**config.mk**
```make
export PLATFORM = sky130hd
export DESIGN_NAME = pms_ctrl
export DESIGN_NICKNAME = d
export VERILOG_FILES = /design/src/sv/pms_pkg.sv /design/src/sv/pms_ctrl.sv
export SDC_FILE = /design/constraint.sdc
export NUM_CORES = 1
export LEC_CHECK = 0
export BUFFER_PORTS_ARGS = -buffer_cell sky130_fd_sc_hd__buf_2
export CAP_MARGIN = 20
export CORE_AREA = 4 4 41 43
export DETAILED_ROUTE_END_ITERATION = 7
export DIE_AREA = 0 0 45 47
export PLACE_DENSITY_LB_ADDON = 0.12
export RECOVER_POWER = 50
export SLEW_MARGIN = 20
export SYNTH_ARGS = -nofsm -noshare
export SYNTH_HDL_FRONTEND = slang
export SYNTH_SLANG_ARGS = --single-unit
```
**constraint.sdc**
```tcl
create_clock -name i_clk -period 1.4 [get_ports i_clk]
set_clock_uncertainty 0.2 [all_clocks]
set_input_delay 0.14 -clock i_clk [delete_from_list [all_inputs] [get_ports i_clk]]
set_output_delay 0.14 -clock i_clk [all_outputs]
set_load 0.02 [all_outputs]
```
**src/sv/pms_pkg.sv**
```systemverilog
// Package for the profile measurement store.
// Holds op and status codes, default sizes and shared command/status types.
package pms_pkg;

    localparam int SampleDepthDef  = 1024;
    localparam int ProfileSlotsDef = 16;
    localparam int CapW            = 11;
    localparam int OpW             = 3;
    localparam int StW             = 3;
    localparam int ProfW           = 4;
    localparam int WordW           = 32;

    localparam logic [OpW-1:0] OP_RESET     = 3'd0;
    localparam logic [OpW-1:0] OP_ADD       = 3'd1;
    localparam logic [OpW-1:0] OP_SET_POS   = 3'd2;
    localparam logic [OpW-1:0] OP_CLR_PROF  = 3'd3;
    localparam logic [OpW-1:0] OP_CLR_RANGE = 3'd4;
    localparam logic [OpW-1:0] OP_READ      = 3'd5;

    localparam logic [StW-1:0] ST_OK         = 3'd0;
    localparam logic [StW-1:0] ST_FULL       = 3'd1;
    localparam logic [StW-1:0] ST_FIRST_NZ   = 3'd2;
    localparam logic [StW-1:0] ST_BAD_PROF   = 3'd3;
    localparam logic [StW-1:0] ST_RANGE_LONG = 3'd4;
    localparam logic [StW-1:0] ST_NO_READ    = 3'd5;
    localparam logic [StW-1:0] ST_TABLE_FULL = 3'd6;

    // controller to datapath
    typedef struct packed {
        logic decode;    // latch item, evaluate op
        logic move;      // copy one sample downward
        logic finish;    // commit clear bookkeeping
        logic read_mem;  // read registered sample
    } t_pms_cmd;

    // datapath to controller
    typedef struct packed {
        logic need_move;  // clear frees samples and data must move
        logic need_fin;   // clear without moves still needs commit
        logic is_read;    // successful read pending
        logic move_last;  // last copy of a compaction
    } t_pms_sts;

endpackage

```
**src/sv/pms_ctrl.sv**
```systemverilog
// Controller for the profile measurement store.
// Sequences decode, compaction moves and result strobes; uses pms_pkg.
module pms_ctrl import pms_pkg::*; (
    input  logic     i_clk,
    input  logic     i_rst_n,
    input  logic     i_start,
    input  t_pms_sts i_sts,
    output t_pms_cmd o_cmd,
    output logic     o_busy,
    output logic     o_strobe
);
    typedef enum logic [2:0] {S_IDLE, S_DEC, S_EVAL, S_MOVE, S_FIN, S_READ} t_state;
    t_state r_state;
    logic   r_strobe;

    always_comb begin
        o_cmd.decode   = (r_state == S_IDLE) && i_start;
        o_cmd.move     = (r_state == S_MOVE);
        o_cmd.finish   = (r_state == S_FIN);
        o_cmd.read_mem = (r_state == S_READ);
    end

    assign o_busy   = (r_state != S_IDLE);
    assign o_strobe = r_strobe;

    always_ff @(posedge i_clk) begin
        if (!i_rst_n) begin
            r_state  <= S_IDLE;
            r_strobe <= 1'b0;
        end else begin
            r_strobe <= 1'b0;
            unique case (r_state)
                S_IDLE: begin
                    if (i_start) r_state <= S_DEC;
                end
                S_DEC: begin
                    r_state <= S_EVAL;
                end
                S_EVAL: begin
                    priority if (i_sts.need_move) r_state <= S_MOVE;
                    else if (i_sts.need_fin) r_state <= S_FIN;
                    else if (i_sts.is_read) r_state <= S_READ;
                    else begin
                        r_state  <= S_IDLE;
                        r_strobe <= 1'b1;
                    end
                end
                S_MOVE: begin
                    if (i_sts.move_last) r_state <= S_FIN;
                end
                S_FIN: begin
                    r_state  <= S_IDLE;
                    r_strobe <= 1'b1;
                end
                S_READ: begin
                    r_state  <= S_IDLE;
                    r_strobe <= 1'b1;
                end
                default: r_state <= S_IDLE;
            endcase
        end
    end

    a_strobe_idle: assert property (@(posedge i_clk) disable iff (!i_rst_n)
        r_strobe |-> r_state == S_IDLE) else $error("strobe outside idle");
    a_start_busy: assert property (@(posedge i_clk) disable iff (!i_rst_n)
        (r_state == S_IDLE && i_start) |=> o_busy) else $error("start not taken");
    a_move_exit: assert property (@(posedge i_clk) disable iff (!i_rst_n)
        (r_state == S_MOVE && i_sts.move_last) |=> r_state == S_FIN)
        else $error("move did not finish");
endmodule

```
---- After elaboration in Yosys (flattened, before gate mapping) ----
Index checks and enable logic that the tools add are counted.
cells by class
  equal/unequal tests ..................... 7
  muxes and demuxes ....................... 10
  reduce and logical (&&, ||, !) cells .... 5
operators by type and width
  operator                                             number
  two-way mux 3 bit                                    5
  case mux 3 bit (4 select lines)                      1
  equality test 3 x 2 -> 1 bit, second input constant  2
  equality test 3 bit, second input constant           2
  != test 2 bit, second input constant                 2
  equality test 3 x 1 -> 1 bit, second input constant  1
  logical NOT 3 bit                                    1
  two-way mux 1 bit                                    3
  nonzero test 3 bit                                   1
  case mux 1 bit (2 select lines)                      1
  AND reduction 2 bit                                  1
  OR reduction 2 bit                                   1
  logical AND 1 bit                                    1
storage, ports and cells
  register bits ........................... 4
  output and inout bits ................... 6

---- Longest topological paths before layout ----
  depth after elaboration ................. 4
  depth in mapped cells ................... 4
  gate-level depth less buffers ........... 3

---- Worst setup path before layout ----
No wires, ideal clock.
  path type ............................... register to output
  from .................................... reg r_state[0]
  to ...................................... out o_cmd[3] (netlist name)
  data arrival time ....................... 1085 ps
  path slack .............................. -25 ps
  cell stages (with the launch flop) ...... 4
  cells stage by stage .................... dfxtp_1 > buf_6 > or3_4 > nor2_1
RTL lines
  element                   RTL line        text
  start: declaration        pms_ctrl.sv:13  t_state r_state;
  start signal: assignment  pms_ctrl.sv:28  r_state <= S_IDLE;
  start signal: assignment  pms_ctrl.sv:34  if (i_start) r_state <= S_DEC;
  start signal: assignment  pms_ctrl.sv:37  r_state <= S_EVAL;
  end: declaration          pms_ctrl.sv:8   output t_pms_cmd o_cmd,

==> metrics.cfg <==
[worst_setup_path]
endpoint_kind=primary output
reg2regPathDepth=4
critPathKind=flop to primary output
worstPathArrival_ns=1.17
r2r_slack_ns=0.05
path_max_fanout=5
r2r_end=r_state[0]
required_ns=1.06
cp-start-kind=flop
regToRegStartpoint=r_state[2]
startpoint=r_state[2]

[sta]
rsz0062_at_grt=yes
setup_viol=5
slew_violations=0
fmax_mhz=662
min_period_ns=1.51
hold_viol_final=0
worst_slack_ns=-0.110
period_share=1.08
tightest_slew_ns=0.259
relSlewSlack=0.828

[global_route]
antenna_found_initial=0
grt_pass1_wl_um=972
grt_pass1_vias=239
grt_overflow=0
grt_max_degree=9
grt_use_total=0.0687

[cells_and_area]
fin_cells=64
antenna_cells=0
fillers=152
nets=58
drive_gt1_frac=0.531
postLayoutCoreUtil=0.318
synthToLayoutAreaGrowth_pct=65.5

[pwr]
p_clk_frac=0.350
power_mw=0.402
internal-power_mw=0.289
leakagePower_nw=0.198
ir_drop_uv=427
power_density_nw_per_um2=971
netSwitchingPower_mw=0.113
seqPwrFrac=0.342
combPwrFrac=0.308
sw_frac_of_total=0.282

[detailed_routing]
drtAntennaViolNets=0
routed_wl_um=582
topRoutingLayerUsed=met3
firstDrtPassIters=3
first_iter_violations=2
routed-wl-met2_um=275
drc=0
wl_met3_um=52
vias_per_cell=4.17
drt-met1-wl_um=253
wl_per_cell_um=9.09
vias=267

[hold_path]
hold_path_end=r_state[2]
holdPathStages=4
hp-start=i_sts[3]
hp-class=input pin to flop

[clock_network]
cts_tree=yes
htree_levels=1
clockRootBuffer=clkbuf_4
clkLatencyLatePin_ns=0.23
clkTransAtPathRegs_ns=0.03
cts_made_buffers=3
cts_sinks=4
cts_buffer_depth=2

[synth]
ys_ff_latch=4
synth_nets=37
synth_area_um2=250
syn_avg_cell_area_um2=8.34
yosysUniqueCellTypes=19
synth-warning-count=0
synth-seq-area-share=0.320
synthCells=30

[die]
die_h_um=47
num_io_pins=13
die_x_um=45
fp.dieArea_um2=2120
placement_rows=13
coreArea_um2=1300
initial_core_util=0.192

[place]
io_buffers=12
hpwlAfterDp_um=487
gp_congestion=0.805
dp_cells=57

[job]
max_cap_violations=0

[outcome]
violations=negative setup slack
status=finished with violations

## how the worst max path moves through the flow
stage | end
after floorplan | r_state[0]
after global placement | r_state[0]
after detailed placement | o_cmd[3]
after CTS | o_cmd[3]
after global routing | o_cmd[3]
final | o_cmd[3]
## through the flow
step	hold slack [ns]	worst slack (ns)	setup TNS (ns)	cell area, um2
6_report	0.0235	-0.110	-0.301	414
5_1_grt	0.0647	-0.159	-0.628	414
4_1_cts	0.0173	-0.125	-0.419	409
3_5_place_dp	0.207	0.0807	0	328
3_3_place_gp	0.218	0.100	0	328
2_1_floorplan	0.0561	0.0574	0	253
## cell families after synthesis
group	Yosys count	synth area share
flip-flops	4	0.320
AND/OR/NAND/NOR	17	0.440
AO/OA/AOI/OAI	6	0.165
buffers and inverters	3	0.0750
## power by group through the flow
stage                     clock network, mW  registers [mW]  logic, mW
after floorplan                           0           0.132     0.0758
after global placement                    0           0.138     0.0999
after detailed placement                  0           0.137     0.0995
after CTS                             0.151           0.137      0.122
after global routing                  0.159           0.139      0.136
final                                 0.141           0.137      0.124
## cell type report
type                            count  area [um2]  area share
Inverter                            2        7.51      0.0181
Clock buffer                        3        22.5      0.0544
Tap cell                           15        18.8      0.0453
Timing Repair Buffer               17         120       0.290
Multi-Input combinational cell     23         161       0.390
Sequential cell                     4        83.8       0.202
## state kept, by name, indices dropped and copies added, names as in the netlist
register  cells
o_strobe      1
r_state       3
## timing repair
| item | CTS | global route |
|---|---|---|
| pin swaps | 1 | 0 |
| hold buffers | 3 | 0 |
| buffers inserted | 1 | 0 |
| hold endpoints to repair | 4 | 0 |
| resized for setup | 8 | 3 |
| setup endpoints to repair | 5 | 6 |
## routing by layer
metal | global-route usage | up-vias
li1 | - | 144
met1 | 0.0659 | 113
met2 | 0.105 | 10
met3 | 0.0575 | 0
met4 | 0.0351 | 0
met5 | 0 | -
## critical path: stages, from the launching register on
cell and delay, ns:
dfxtp_2 0.33, or3_4 0.41, nor2_4 0.09, buf_6 0.11
## synth_stat cells
master,instances,area [um2]
and3b_1,1,8.76
o21ai_0,1,5.00
and2_2,2,15.0
a31oi_1,1,6.26
a311oi_1,1,8.76
nor2_1,3,11.3
a21oi_1,2,10.0
nand2_1,3,11.3
and2b_2,1,8.76
or3_4,1,11.3
and3b_2,1,10.0
inv_1,2,7.51
o221a_1,1,11.3
nor3b_1,1,7.51
and2b_1,1,7.51
buf_6,1,11.3
dfxtp_1,4,80.1
nand2b_1,1,6.26
nor2b_1,2,12.5
## cells in the final DEF (no fill, tap or decap), drive strengths merged
| cell | instances |
|---|---|
| nor3b | 1 |
| o21ai | 1 |
| nand2 | 3 |
| and2b | 2 |
| buf | 13 |
| inv | 2 |
| and2 | 2 |
| clkbuf | 4 |
| a311oi | 1 |
| nand2b | 1 |
| nor2b | 2 |
| and3b | 2 |
| nor2 | 3 |
| dlygate4sd3 | 3 |
| a31oi | 1 |
| or3 | 1 |
| a21oi | 2 |
| o221a | 1 |
| dfxtp | 4 |
Power figures use the tool's default switching activity.
